`src/hw/rtl/ic3_pkg.sv`:
```
// Shared types and constants of the 3x3 convolution core.
package ic3_pkg;

  localparam int PIX_W      = 8;
  localparam int OUT_X_W    = 10;
  localparam int OUT_Y_W    = 16;
  localparam int FW_W       = 11;
  localparam int FH_W       = 16;
  localparam int COEF_W     = 16;
  localparam int COEF_ROW_W = 48;
  localparam int TAPS       = 3;
  localparam int WIN_N      = 9;
  localparam int MIN_DIM    = 3;
  localparam int FRAC_W     = 8;
  localparam int PROD_W     = 25;
  localparam int RSUM_W     = 27;
  localparam int SUM_W      = 29;
  localparam int CFG_IDX_W  = 3;
  localparam int CFG_DATA_W = 48;

  localparam logic [FW_W-1:0]       FRAME_WIDTH_RST  = 11'd640;
  localparam logic [FH_W-1:0]       FRAME_HEIGHT_RST = 16'd480;
  localparam logic [COEF_ROW_W-1:0] COEF_TOP_RST     = 48'd2097152;
  localparam logic [COEF_ROW_W-1:0] COEF_MID_RST     = 48'd137443147808;
  localparam logic [COEF_ROW_W-1:0] COEF_BOT_RST     = 48'd2097152;

  typedef enum logic [CFG_IDX_W-1:0] {
    CFG_FRAME_WIDTH  = 3'd0,
    CFG_FRAME_HEIGHT = 3'd1,
    CFG_COEF_TOP     = 3'd2,
    CFG_COEF_MIDDLE  = 3'd3,
    CFG_COEF_BOTTOM  = 3'd4
  } cfg_reg_t;

  typedef logic [TAPS-1:0][COEF_ROW_W-1:0] coef_rows_t;
  typedef logic [WIN_N-1:0][PIX_W-1:0]     win_px_t;

  typedef struct packed {
    win_px_t              px;
    logic [OUT_X_W-1:0]   cx;
    logic [OUT_Y_W-1:0]   cy;
    logic                 done;
  } win_item_t;

endpackage

```
`src/hw/rtl/ic3_cfg_if.sv`:
```
// Configuration write channel.
interface ic3_cfg_if;
  import ic3_pkg::*;

  logic                  valid;
  logic                  ready;
  logic [CFG_IDX_W-1:0]  index;
  logic [CFG_DATA_W-1:0] data;

  modport source (output valid, output index, output data, input ready);
  modport sink   (input valid, input index, input data, output ready);
endinterface

```
`src/hw/rtl/ic3_cfg.sv`:
```
// Configuration registers and effective frame geometry.
module ic3_cfg #(
  parameter int MAX_WIDTH = 1024,
  localparam int WW = $clog2(MAX_WIDTH + 1)
) (
  input  logic                      clk,
  input  logic                      rst_n,
  ic3_cfg_if.sink                   cfg_chan,
  output logic [WW-1:0]             w_eff,
  output logic [ic3_pkg::FH_W-1:0]  h_eff,
  output ic3_pkg::coef_rows_t       coefs
);
  import ic3_pkg::*;

  localparam int FWX = (WW > FW_W) ? WW : FW_W;

  logic [FW_W-1:0]  fw_r;
  logic [FH_W-1:0]  fh_r;
  coef_rows_t       coef_r;
  logic [FWX-1:0]   fw_x;
  logic [FWX-1:0]   w_full;

  assign cfg_chan.ready = 1'b1;

  always_ff @(posedge clk) begin
    if (!rst_n) begin
      fw_r      <= FRAME_WIDTH_RST;
      fh_r      <= FRAME_HEIGHT_RST;
      coef_r[0] <= COEF_TOP_RST;
      coef_r[1] <= COEF_MID_RST;
      coef_r[2] <= COEF_BOT_RST;
    end else if (cfg_chan.valid) begin
      unique case (cfg_chan.index)
        CFG_FRAME_WIDTH:  fw_r      <= cfg_chan.data[FW_W-1:0];
        CFG_FRAME_HEIGHT: fh_r      <= cfg_chan.data[FH_W-1:0];
        CFG_COEF_TOP:     coef_r[0] <= cfg_chan.data;
        CFG_COEF_MIDDLE:  coef_r[1] <= cfg_chan.data;
        CFG_COEF_BOTTOM:  coef_r[2] <= cfg_chan.data;
        default: ;
      endcase
    end
  end

  always_comb begin
    fw_x = FWX'(fw_r);
    priority if (fw_x < FWX'(MIN_DIM)) begin
      w_full = FWX'(MIN_DIM);
    end else if (fw_x > FWX'(MAX_WIDTH)) begin
      w_full = FWX'(MAX_WIDTH);
    end else begin
      w_full = fw_x;
    end
  end

  assign w_eff = WW'(w_full);
  assign h_eff = (fh_r < FH_W'(MIN_DIM)) ? FH_W'(MIN_DIM) : fh_r;
  assign coefs = coef_r;

endmodule

```
`src/flat_wrapper.sv`:
```
// flat-port wrapper written by rule: the top's interface ports become plain ports
module ic3_cfg_flat import ic3_pkg::*;
#(
  parameter int MAX_WIDTH = 1024,
  localparam int WW = $clog2(MAX_WIDTH + 1)
)
  (clk, rst_n, w_eff, h_eff, coefs, cfg_chan_valid, cfg_chan_index, cfg_chan_data, cfg_chan_ready);
  ic3_cfg_if cfg_chan_i ();
  input  logic clk;
  input  logic rst_n;
  output logic [WW-1:0] w_eff;
  output logic [ic3_pkg::FH_W-1:0] h_eff;
  output ic3_pkg::coef_rows_t coefs;
  input wire logic [$bits(cfg_chan_i.valid)-1:0] cfg_chan_valid;
  input wire logic [$bits(cfg_chan_i.index)-1:0] cfg_chan_index;
  input wire logic [$bits(cfg_chan_i.data)-1:0] cfg_chan_data;
  output wire logic [$bits(cfg_chan_i.ready)-1:0] cfg_chan_ready;
  assign cfg_chan_i.valid = cfg_chan_valid;
  assign cfg_chan_i.index = cfg_chan_index;
  assign cfg_chan_i.data = cfg_chan_data;
  assign cfg_chan_ready = cfg_chan_i.ready;
  ic3_cfg #(.MAX_WIDTH(MAX_WIDTH)) u_core (.clk(clk), .rst_n(rst_n), .cfg_chan(cfg_chan_i), .w_eff(w_eff), .h_eff(h_eff), .coefs(coefs));
endmodule
```
`config.mk`:
```
export PLATFORM = sky130hd
export DESIGN_NAME = ic3_cfg_flat
export DESIGN_NICKNAME = d
export VERILOG_FILES = /design/src/hw/rtl/ic3_pkg.sv /design/src/hw/rtl/ic3_cfg_if.sv /design/src/hw/rtl/ic3_cfg.sv /design/src/flat_wrapper.sv
export SDC_FILE = /design/constraint.sdc
export NUM_CORES = 1
export LEC_CHECK = 0
export BUFFER_PORTS_ARGS = -buffer_cell sky130_fd_sc_hd__buf_2
export CORE_ASPECT_RATIO = 0.75
export CORE_MARGIN = 2
export CORE_UTILIZATION = 40
export CTS_CLUSTER_SIZE = 30
export DETAILED_ROUTE_END_ITERATION = 10
export GPL_TIMING_DRIVEN = 0
export PLACE_DENSITY = 0.66
export SYNTH_ARGS = -nofsm -noshare
export SYNTH_HDL_FRONTEND = slang
export SYNTH_SLANG_ARGS = --single-unit
```
`constraint.sdc`:
```
create_clock -name clk -period 1.6 [get_ports clk]
set_input_delay 0.32 -clock clk [delete_from_list [all_inputs] [get_ports clk]]
set_output_delay 0.32 -clock clk [all_outputs]
set_load 0.005 [all_outputs]
```
==> qor.yml <==
yosysTopAreaCell: "dfxtp_1"
synth.area.top_cells: "dfxtp_1 53%, nand2_1 15%, a21boi_0 6.6%, a21boi_1 5.3%, nand3_1 4.7%"
start_kind: "register"
ys_seq_area_share_pct: 53.0
via_count: 6065
outcome: "finished, violations left"
worstRegToRegCells: 3
dr.pass1.iters: 5
crit_path_start: "u_core.fh_r[6]"
whs_ns: 0.153
tritoncts: "built"
grt_pass1_wl_um: 31200
netSwitchingFraction_pct: 25.0
diodes: 0
antenna_found_initial: 0
met1_length_um: 10200
fill_cells: 1580
synth.avg_cell_area_um2: 8.38
fin_area_um2: 8520
finalNonFillerCells: 1239
ys_ff_latch: 171
synth_adder_area_share_pct: 0
chipWidth_um: 151
maxSlewViolCount: 0
max-slew-margin-rel_pct: 51.7
r2r-start: "u_core.fw_r[10]"
rsz0062_at_grt: "yes"
core.rowCount: 40
setup_viol: 4
place.gp.congestion: 0.825
r2r_slack_ns: 0.74
reg2reg_to: "u_core.fw_r[10]"
end_kind: "output port"
dp.cells: 1204
die_h_um: 114
internal-power_w: 0.00682
p_clk_share_pct: 44.4
ir_worst_vdd_mv: 0.680
port_buffers: 223
synth_top_family_by_area: "simple AND/OR/NAND/NOR gates"
cts_root_buf: "clkbuf_16"
worstHoldStart: "cfg_chan_data[22]"
hold-path-endpoint: "u_core.coefs[70]"
synth_common_cells: "266 x nand2_1, 171 x dfxtp_1, 61 x nand3_1, 57 x a21boi_0, 57 x o21ai_0"
syn_inst: 771
yosysWarnings: 0
placed_area_um2: 7840
grt_pass1_vias: 5675
drc: 0
viasPerCell: 4.90
hold_viol: 0
required_ns: 1.28
cts.path.max_buffers: 2
synth_compound_area_share_pct: 16.5
grt_use_total_pct: 23.9
hp-class: "input pin to register"
switching_power_w: 0.00228
synth_top_area_share_pct: 53.0
p_per_area_nw_per_um2: 1070
pin_count: 226
hold_depth: 3
final_nets: 1070
grt-ovfl-total: 0
final_layout_size_suffix_gt1_share_pct: 30.1
yosys.area_share.simple_pct: 23.4
ys_async_sr_fraction_pct: 0
max_cap_viol_count: 0
synth.cell_area_um2: 6460
clkSinkCount: 171
synth.net_count: 825
yosys.area_share.xor_xnor_pct: 0
detailed_place_hpwl_um: 14900
fin_crit_sh_pct: 110
p_seq_share_pct: 48.4
finalClockSkew_ns: 0
drt_iter0_drc: 333
final_util_pct: 53.5
max_freq_mhz: 569
wl_per_cell_um: 16.6
clk_pin_slew_ns: 0.07
post-route-min-period_ns: 1.76
routed_wl_um: 20600
p_comb_share_pct: 7.2
wl_met2_um: 8680
synth_edf_count: 0
flow.area_growth_from_synthesis_pct: 31.8
synthMuxAreaShare_pct: 1.08
top_layer_used: "met4"
start_util_pct: 40.6
clock_latency_ns: 0.42
violations: "negative setup slack"
die-area_um2: 17200
grt_max_degree: 17
synth_most_common_cell: "nand2_1"
htreeDepth: 4
synth_ff_type: "dfxtp_1"
power_leakage_nw: 3.75
arrival_ns: 1.44
synth.distinct_cells: 26
critPathMaxFanout: 3
numCtsBuffers: 17
setup_ws_ns: -0.157
critPathKind: "register to output port"
wl_met3_um: 1620
drtAntennaViolNets: 0
core_um2: 15900
tightest_slew_ns: 0.725
worst max path at each step:
| stage | end | slack (ns) | depth (start not counted) |
|---|---|---|---|
| detailed placement | u_core.coefs[93] | -0.15 | 5 |
| floorplan | u_core.fw_r[7] | 0.36 | 4 |
| global route | w_eff[1] | -0.25 | 4 |
| global placement | u_core.coefs[55] | -0.18 | 5 |
| finish | h_eff[0] | -0.16 | 4 |
| CTS | w_eff[1] | -0.18 | 4 |
critical path: stages (launching register included):
cell and delay (ns):
dfxtp_2 0.35, nor4_4 0.28, nand4_1 0.15, nand2b_1 0.11, buf_2 0.12
power by group through the flow:
stage / Clock (W) / Combinational (W) / Sequential (W)
CTS: 0.00411 / 0.000651 / 0.00440
detailed placement: 0 / 0.000642 / 0.00449
finish: 0.00405 / 0.000652 / 0.00440
global route: 0.00429 / 0.000720 / 0.00441
floorplan: 0 / 0.000295 / 0.00450
global placement: 0 / 0.000640 / 0.00449
layout by cell type (no fill, tap or decap):
cell type / count
clkbuf_4: 1
nor2b_2: 1
buf_6: 4
o21ai_0: 57
a21boi_0: 57
or4b_4: 1
and4bb_1: 1
mux2i_1: 7
inv_6: 6
nand4_1: 1
a21boi_1: 46
nand2b_1: 2
bufinv_16: 1
clkinvlp_4: 3
nand2_1: 266
clkbuf_1: 35
dfxtp_1: 163
buf_4: 16
clkbuf_8: 1
clkbuf_16: 17
dfxtp_2: 8
buf_2: 240
nand3_1: 61
nor2_1: 3
conb_1: 1
nand4b_1: 1
nor4b_2: 1
and4bb_2: 1
nor4_4: 4
nand4bb_1: 3
nor2b_1: 7
buf_1: 6
clkinv_4: 2
nor4_2: 1
a21oi_1: 2
clkinv_2: 2
routing by layer:
layer / GRT usage, % / up-vias
met1: 34.2 / 2834
met3: 7.61 / 11
li1: - / 3014
met2: 35.2 / 206
met5: 0 / -
met4: 5.23 / 0
per-stage QoR:
step           setup WS [ns]  total power [W]  setup TNS, ns
2_1_floorplan          0.357          0.00479              0
3_3_place_gp          -0.183          0.00513          -3.15
3_5_place_dp          -0.151          0.00514          -2.83
4_1_cts               -0.181          0.00917         -0.642
5_1_grt               -0.248          0.00942         -0.946
6_report              -0.157          0.00910         -0.596
sequential cells by signal (all words and copies together), names as in the netlist:
signal,count
u_core.fh_r,16
u_core.coefs,144
u_core.fw_r,11
final cells by class:
type                            instances  area [um^2]  share of cell area [%]
Buffer                                 76          389                    4.57
Tap cell                              210          263                    3.08
Clock inverter                         14          133                    1.56
Timing Repair Buffer                  226         1140                    13.4
Sequential cell                       171         3430                    40.3
Multi-Input combinational cell        524         2720                    32.0
Clock buffer                           18          439                    5.16
logic make-up after synthesis:
kind of cell,after synthesis
buffers and inverters,76
AO/OA/AOI/OAI,162
AND/OR/NAND/NOR,354
multiplexers,7
other,1
flip-flops,171
what timing repair did:
item | CTS | global route
pin swaps | 10 | 7
setup buffers | 2 | 1
gates resized for setup | 12 | 10
endpoints found under the setup margin | 11 | 11
hold endpoints to repair | 0 | 0
hold buffers | 0 | 0
cloned | 0 | 0
No activity file was read; power rests on OpenSTA's default activity.
