--- config.mk ---
export PLATFORM = sky130hd
export DESIGN_NAME = ic3_mac_flat
export DESIGN_NICKNAME = d
export VERILOG_FILES = /design/src/hw/rtl/ic3_pkg.sv /design/src/hw/rtl/ic3_out_if.sv /design/src/hw/rtl/ic3_mac.sv /design/src/flat_wrapper.sv
export SDC_FILE = /design/constraint.sdc
export NUM_CORES = 2
export LEC_CHECK = 0
export BUFFER_PORTS_ARGS = -buffer_cell sky130_fd_sc_hd__buf_2
export CAP_MARGIN = 40
export CORE_ASPECT_RATIO = 1.25
export CORE_UTILIZATION = 70
export DETAILED_ROUTE_END_ITERATION = 6
export PLACE_DENSITY_LB_ADDON = 0.3
export SLEW_MARGIN = 20
export SYNTH_ARGS = -nofsm -noshare
export SYNTH_HDL_FRONTEND = slang
export SYNTH_SLANG_ARGS = --single-unit
--- constraint.sdc ---
create_clock -name clk -period 39.9 [get_ports clk]
set_input_delay 1.995 -clock clk [delete_from_list [all_inputs] [get_ports clk]]
set_output_delay 1.995 -clock clk [all_outputs]
set_load 0.1 [all_outputs]
--- src/hw/rtl/ic3_pkg.sv ---
// Shared types and constants of the 3x3 convolution core.
package ic3_pkg;

  localparam int PIX_W      = 8;
  localparam int OUT_X_W    = 10;
  localparam int OUT_Y_W    = 16;
  localparam int FW_W       = 11;
  localparam int FH_W       = 16;
  localparam int COEF_W     = 16;
  localparam int COEF_ROW_W = 48;
  localparam int TAPS       = 3;
  localparam int WIN_N      = 9;
  localparam int MIN_DIM    = 3;
  localparam int FRAC_W     = 8;
  localparam int PROD_W     = 25;
  localparam int RSUM_W     = 27;
  localparam int SUM_W      = 29;
  localparam int CFG_IDX_W  = 3;
  localparam int CFG_DATA_W = 48;

  localparam logic [FW_W-1:0]       FRAME_WIDTH_RST  = 11'd640;
  localparam logic [FH_W-1:0]       FRAME_HEIGHT_RST = 16'd480;
  localparam logic [COEF_ROW_W-1:0] COEF_TOP_RST     = 48'd2097152;
  localparam logic [COEF_ROW_W-1:0] COEF_MID_RST     = 48'd137443147808;
  localparam logic [COEF_ROW_W-1:0] COEF_BOT_RST     = 48'd2097152;

  typedef enum logic [CFG_IDX_W-1:0] {
    CFG_FRAME_WIDTH  = 3'd0,
    CFG_FRAME_HEIGHT = 3'd1,
    CFG_COEF_TOP     = 3'd2,
    CFG_COEF_MIDDLE  = 3'd3,
    CFG_COEF_BOTTOM  = 3'd4
  } cfg_reg_t;

  typedef logic [TAPS-1:0][COEF_ROW_W-1:0] coef_rows_t;
  typedef logic [WIN_N-1:0][PIX_W-1:0]     win_px_t;

  typedef struct packed {
    win_px_t              px;
    logic [OUT_X_W-1:0]   cx;
    logic [OUT_Y_W-1:0]   cy;
    logic                 done;
  } win_item_t;

endpackage

--- src/hw/rtl/ic3_out_if.sv ---
// Filtered result channel.
interface ic3_out_if;
  import ic3_pkg::*;

  logic               valid;
  logic               ready;
  logic [PIX_W-1:0]   filtered;
  logic [OUT_X_W-1:0] center_x;
  logic [OUT_Y_W-1:0] center_y;
  logic               frame_done;

  modport source (output valid, output filtered, output center_x, output center_y,
                  output frame_done, input ready);
  modport sink   (input valid, input filtered, input center_x, input center_y,
                  input frame_done, output ready);
endinterface

--- src/hw/rtl/ic3_mac.sv ---
// Nine-tap multiply, row sums and saturating output stage.
module ic3_mac (
  input  logic                 clk,
  input  logic                 rst_n,
  input  logic                 win_valid,
  output logic                 win_ready,
  input  ic3_pkg::win_item_t   win_item,
  input  ic3_pkg::coef_rows_t  coefs,
  ic3_out_if.source            out_chan
);
  import ic3_pkg::*;

  logic                     s2_v_r, s3_v_r, o_v_r;
  logic                     out_free, s3_free, s2_free;
  logic signed [PROD_W-1:0] prod_nxt [WIN_N];
  logic signed [PROD_W-1:0] prod_r   [WIN_N];
  logic signed [RSUM_W-1:0] rsum_nxt [TAPS];
  logic signed [RSUM_W-1:0] rsum_r   [TAPS];
  logic signed [SUM_W-1:0]  total;
  logic [PIX_W-1:0]         sat;
  logic [OUT_X_W-1:0]       s2_cx_r, s3_cx_r, o_cx_r;
  logic [OUT_Y_W-1:0]       s2_cy_r, s3_cy_r, o_cy_r;
  logic                     s2_done_r, s3_done_r, o_done_r;
  logic [PIX_W-1:0]         o_pix_r;

  assign out_free  = !o_v_r || out_chan.ready;
  assign s3_free   = !s3_v_r || out_free;
  assign s2_free   = !s2_v_r || s3_free;
  assign win_ready = s2_free;

  always_comb begin
    for (int r = 0; r < TAPS; r++) begin
      for (int k = 0; k < TAPS; k++) begin
        prod_nxt[r*TAPS + k] = PROD_W'($signed(coefs[r][k*COEF_W +: COEF_W]))
                             * PROD_W'($signed({1'b0, win_item.px[r*TAPS + k]}));
      end
    end
  end

  always_comb begin
    for (int r = 0; r < TAPS; r++) begin
      rsum_nxt[r] = RSUM_W'(prod_r[r*TAPS]) + RSUM_W'(prod_r[r*TAPS + 1])
                  + RSUM_W'(prod_r[r*TAPS + 2]);
    end
  end

  always_comb begin
    total = SUM_W'(rsum_r[0]) + SUM_W'(rsum_r[1]) + SUM_W'(rsum_r[2]);
    priority if (total[SUM_W-1]) begin
      sat = '0;
    end else if (|total[SUM_W-2:FRAC_W+PIX_W]) begin
      sat = '1;
    end else begin
      sat = total[FRAC_W+PIX_W-1:FRAC_W];
    end
  end

  always_ff @(posedge clk) begin
    if (!rst_n) begin
      s2_v_r <= 1'b0;
      s3_v_r <= 1'b0;
      o_v_r  <= 1'b0;
    end else begin
      if (s2_free) begin
        s2_v_r <= win_valid;
      end
      if (s3_free) begin
        s3_v_r <= s2_v_r;
      end
      if (out_free) begin
        o_v_r <= s3_v_r;
      end
    end
  end

  always_ff @(posedge clk) begin
    if (win_valid && s2_free) begin
      prod_r    <= prod_nxt;
      s2_cx_r   <= win_item.cx;
      s2_cy_r   <= win_item.cy;
      s2_done_r <= win_item.done;
    end
    if (s2_v_r && s3_free) begin
      rsum_r    <= rsum_nxt;
      s3_cx_r   <= s2_cx_r;
      s3_cy_r   <= s2_cy_r;
      s3_done_r <= s2_done_r;
    end
    if (s3_v_r && out_free) begin
      o_pix_r  <= sat;
      o_cx_r   <= s3_cx_r;
      o_cy_r   <= s3_cy_r;
      o_done_r <= s3_done_r;
    end
  end

  assign out_chan.valid      = o_v_r;
  assign out_chan.filtered   = o_pix_r;
  assign out_chan.center_x   = o_cx_r;
  assign out_chan.center_y   = o_cy_r;
  assign out_chan.frame_done = o_done_r;

  a_win_taken: assert property (@(posedge clk) disable iff (!rst_n)
    (win_valid && win_ready) |=> s2_v_r)
    else $error("window item lost at product stage");

  a_s2_hold: assert property (@(posedge clk) disable iff (!rst_n)
    (s2_v_r && !s3_free) |=> (s2_v_r && $stable(s2_cx_r) && $stable(s2_cy_r)))
    else $error("product stage changed while stalled");

  a_s3_hold: assert property (@(posedge clk) disable iff (!rst_n)
    (s3_v_r && !out_free) |=> (s3_v_r && $stable(s3_cx_r)))
    else $error("sum stage dropped an item");

endmodule

--- src/flat_wrapper.sv ---
// flat-port wrapper written by rule: the top's interface ports become plain ports
module ic3_mac_flat import ic3_pkg::*;
  (clk, rst_n, win_valid, win_ready, win_item, coefs, out_chan_valid, out_chan_filtered, out_chan_center_x, out_chan_center_y, out_chan_frame_done, out_chan_ready);
  ic3_out_if out_chan_i ();
  input  logic clk;
  input  logic rst_n;
  input  logic win_valid;
  output logic win_ready;
  input  ic3_pkg::win_item_t win_item;
  input  ic3_pkg::coef_rows_t coefs;
  output wire logic [$bits(out_chan_i.valid)-1:0] out_chan_valid;
  output wire logic [$bits(out_chan_i.filtered)-1:0] out_chan_filtered;
  output wire logic [$bits(out_chan_i.center_x)-1:0] out_chan_center_x;
  output wire logic [$bits(out_chan_i.center_y)-1:0] out_chan_center_y;
  output wire logic [$bits(out_chan_i.frame_done)-1:0] out_chan_frame_done;
  input wire logic [$bits(out_chan_i.ready)-1:0] out_chan_ready;
  assign out_chan_valid = out_chan_i.valid;
  assign out_chan_filtered = out_chan_i.filtered;
  assign out_chan_center_x = out_chan_i.center_x;
  assign out_chan_center_y = out_chan_i.center_y;
  assign out_chan_frame_done = out_chan_i.frame_done;
  assign out_chan_i.ready = out_chan_ready;
  ic3_mac u_core (.clk(clk), .rst_n(rst_n), .win_valid(win_valid), .win_ready(win_ready), .win_item(win_item), .coefs(coefs), .out_chan(out_chan_i));
endmodule
==> results.toml <==
[sta]
hold_ws_ps = 414
min_period_ps = 6800
grt_setup_unrepaired = "false"
final.setup_skew_ps = 29.3
relSlewSlack = 0.480
hold_violations = 0
tightest_slew_ps = 760
setup_viol = 0
maxSlewViolCount = 0
setup_tns_ps = 0
max_freq_ghz = 0.147
post-route-period-util = 0.170

[power_and_ir_drop]
p_per_area_nw_per_um2 = 90.0
leakagePower_nw = 31.7
peakVddDrop_v = 0.0000623

[synth]
synth-edff-count = 395
syn_area_um2 = 59200
synth.area.top_cells = "fa_1, edfxtp_1, ha_1"
synthCells = 5943
ys_warn_count = 0
yosysUniqueCellTypes = 79
synth_nets = 7764
yosysTopAreaCell = "fa_1"
syn_avg_cell_area_um2 = 9.97
yosysSeqAreaShare = 0.201
ys_ff_latch = 398
synth_top_cell_area_share = 0.345
synth_flop_cell = "edfxtp_1"
async_reset_ff_frac = 0

[grt]
grt_pass1_vias = 44700
antenna_found_initial = 11
grt_max_degree = 75
overflow = 0
grt_usage = 0.314
grt_pass1_wl_mm = 214

[floorplanning]
fp.dieW_um = 262
die_y_um = 327
io_pins = 284
dieArea_um2 = 85800
row_count = 118
core_um2 = 83300
start_util = 0.711

[clock_tree]
cts_hold_buf = 0
cts_root_buf = "clkbuf_16"
cts_buffers = 44
postCtsSetupBuffers = 0
h-tree-depth = 2
cts_resized = 0
clock_path_buffers = 3
cts_tree = "done"
clock_sink_count = 398
clk_latency_ps = 600
clk_pin_slew_ps = 60

[run_status]
status = "finished clean"

[run]
maxCapViolCount = 0

[placement]
hpwl_mm = 105
gp_congestion = 0.884
port_buffers = 283
placed_cells = 7230

[routing]
viasPerCell = 5.64
drtPass1Iterations = 6
wire_per_inst_um = 17.5
via_count = 41300
ant_nets = 0
drc = 0
drtIter0Drc = 2382
routed_wl_mm = 128

[worst_hold_path]
hold_class = "reg2reg"

[layout]
final_nets = 8020
fill_cells = 5709
final_cells = 7322
area_growth_pct = 7.03
drive_gt1_frac = 0.0631
fin_util = 0.761

[critical_path]
crit_arrival_ps = 7170
endpoint_kind = "flip-flop"
worst-setup-path-type = "in2reg"
crit_path_start_kind = "input pin"
critPathMaxFanout = 16
worst_ep_required_time_ps = 40270
==> path summary, 6_finish.rpt <==
path	from	endpoint	slack [ps]	cells after the start
setup / recovery	win_item[67]	u_core.prod_r[97]	33100	19
hold / removal	u_core.s2_cy_r[7]	u_core.s3_cy_r[7]	410	0
setup reg to reg	u_core.rsum_r[3]	u_core.out_chan.filtered[0]	35810	13
hold reg to reg	u_core.s2_cy_r[7]	u_core.s3_cy_r[7]	410	0
==> synthesized netlist by cell type, types with 14 or more instances <==
cell      number
nand3_1       53
or2_2         14
clkbuf_1      83
inv_1       1408
o21a_1        28
fa_1        1022
nand2_1      608
xnor2_1      207
a211oi_1      17
and2_1       640
a31oi_1       17
and3_1        18
a21o_1        64
nand2b_1      26
a21oi_1      205
nor3_1        46
nor2_1       139
edfxtp_1     395
o21ai_0       84
xor2_1        69
nor2b_1       38
ha_1         552
or3_1         25
o21bai_1      18
==> through the flow <==
stage          power (mW)  setup slack, ps  area (um2)
6_report             5.71            33100       63400
3_3_place_gp         5.09            32630       61700
4_1_cts              5.69            33140       63300
5_1_grt              6.26            32840       63400
2_1_floorplan        4.20            24300       59200
3_5_place_dp         5.21            32520       61800
==> routing by layer <==
layer  vias to the layer above  global-route usage  part of all wire
met5                         -                   0           0.00012
met4                         2               0.104             0.032
met3                       273              0.0365             0.053
met2                      1229               0.574              0.54
met1                     20900               0.382              0.38
li1                      18900                   -                 -
==> flip-flops by register name, summed over array words and instances, names as in the netlist, 8 cells and up <==
register and cells:
u_core.prod_r 225, u_core.s3_cy_r 16, u_core.out_chan.center_x 10, u_core.s3_cx_r 10
u_core.s2_cy_r 16, u_core.out_chan.filtered 8, u_core.rsum_r 81, u_core.out_chan.center_y 16
u_core.s2_cx_r 10
==> logic make-up (layout without fill, tap and decap cells) <==
logic type / Yosys count / count (layout) / share of synthesized area
DFF: 398 / 398 / 0.201
and+or+nand+nor: 1649 / 1649 / 0.142
xor gates and xnor gates: 276 / 276 / 0.0408
AOI/OAI and AO/OA: 550 / 550 / 0.0590
buffers and inverters: 1493 / 1783 / 0.0946
muxes: 3 / 3 / 0.000549
adders and majority gates: 1574 / 1574 / 0.462
other: 0 / 9 / 0
==> where the power goes <==
part           switching (mW)  internal [mW]
logic                    2.45           1.83
registers               0.126          0.882
clock network           0.177          0.239
total                    2.76           2.95
==> worst max-delay path, stage by stage <==
cell	delay, ps
buf_2	290
nand2_1	150
fa_1	550
inv_1	50
fa_1	480
fa_1	540
inv_1	50
fa_1	510
inv_1	60
ha_1	380
nand2_1	100
nor4b_1	420
nor2_1	110
a21oi_1	260
a311oi_1	140
nor3_1	430
and2_1	210
o21ai_0	100
a221oi_1	340
==> layout by cell type, fill, tap and decap left out, drive strengths merged, types with 53 or more instances in the layout <==
| cell type | instances |
|---|---|
| and2 | 640 |
| nand2 | 608 |
| inv | 1415 |
| fa | 1022 |
| a21o | 64 |
| a21oi | 209 |
| o21ai | 96 |
| nand3 | 53 |
| xnor2 | 207 |
| nor2 | 139 |
| ha | 552 |
| buf | 294 |
| xor2 | 69 |
| edfxtp | 395 |
==> area by class of cell <==
cell class | count | area (um2) | area share
Clock inverter | 30 | 343 | 0.00541
Timing Repair Buffer | 294 | 1600 | 0.0253
Multi-Input combinational cell | 4052 | 41700 | 0.658
Inverter | 1409 | 5290 | 0.0834
Sequential cell | 398 | 11900 | 0.188
Tap cell | 1080 | 1350 | 0.0213
Antenna cell | 9 | 22.5 | 0.000355
Clock buffer | 50 | 1120 | 0.0177
Note: power is estimated with default switching activity, not from simulation.
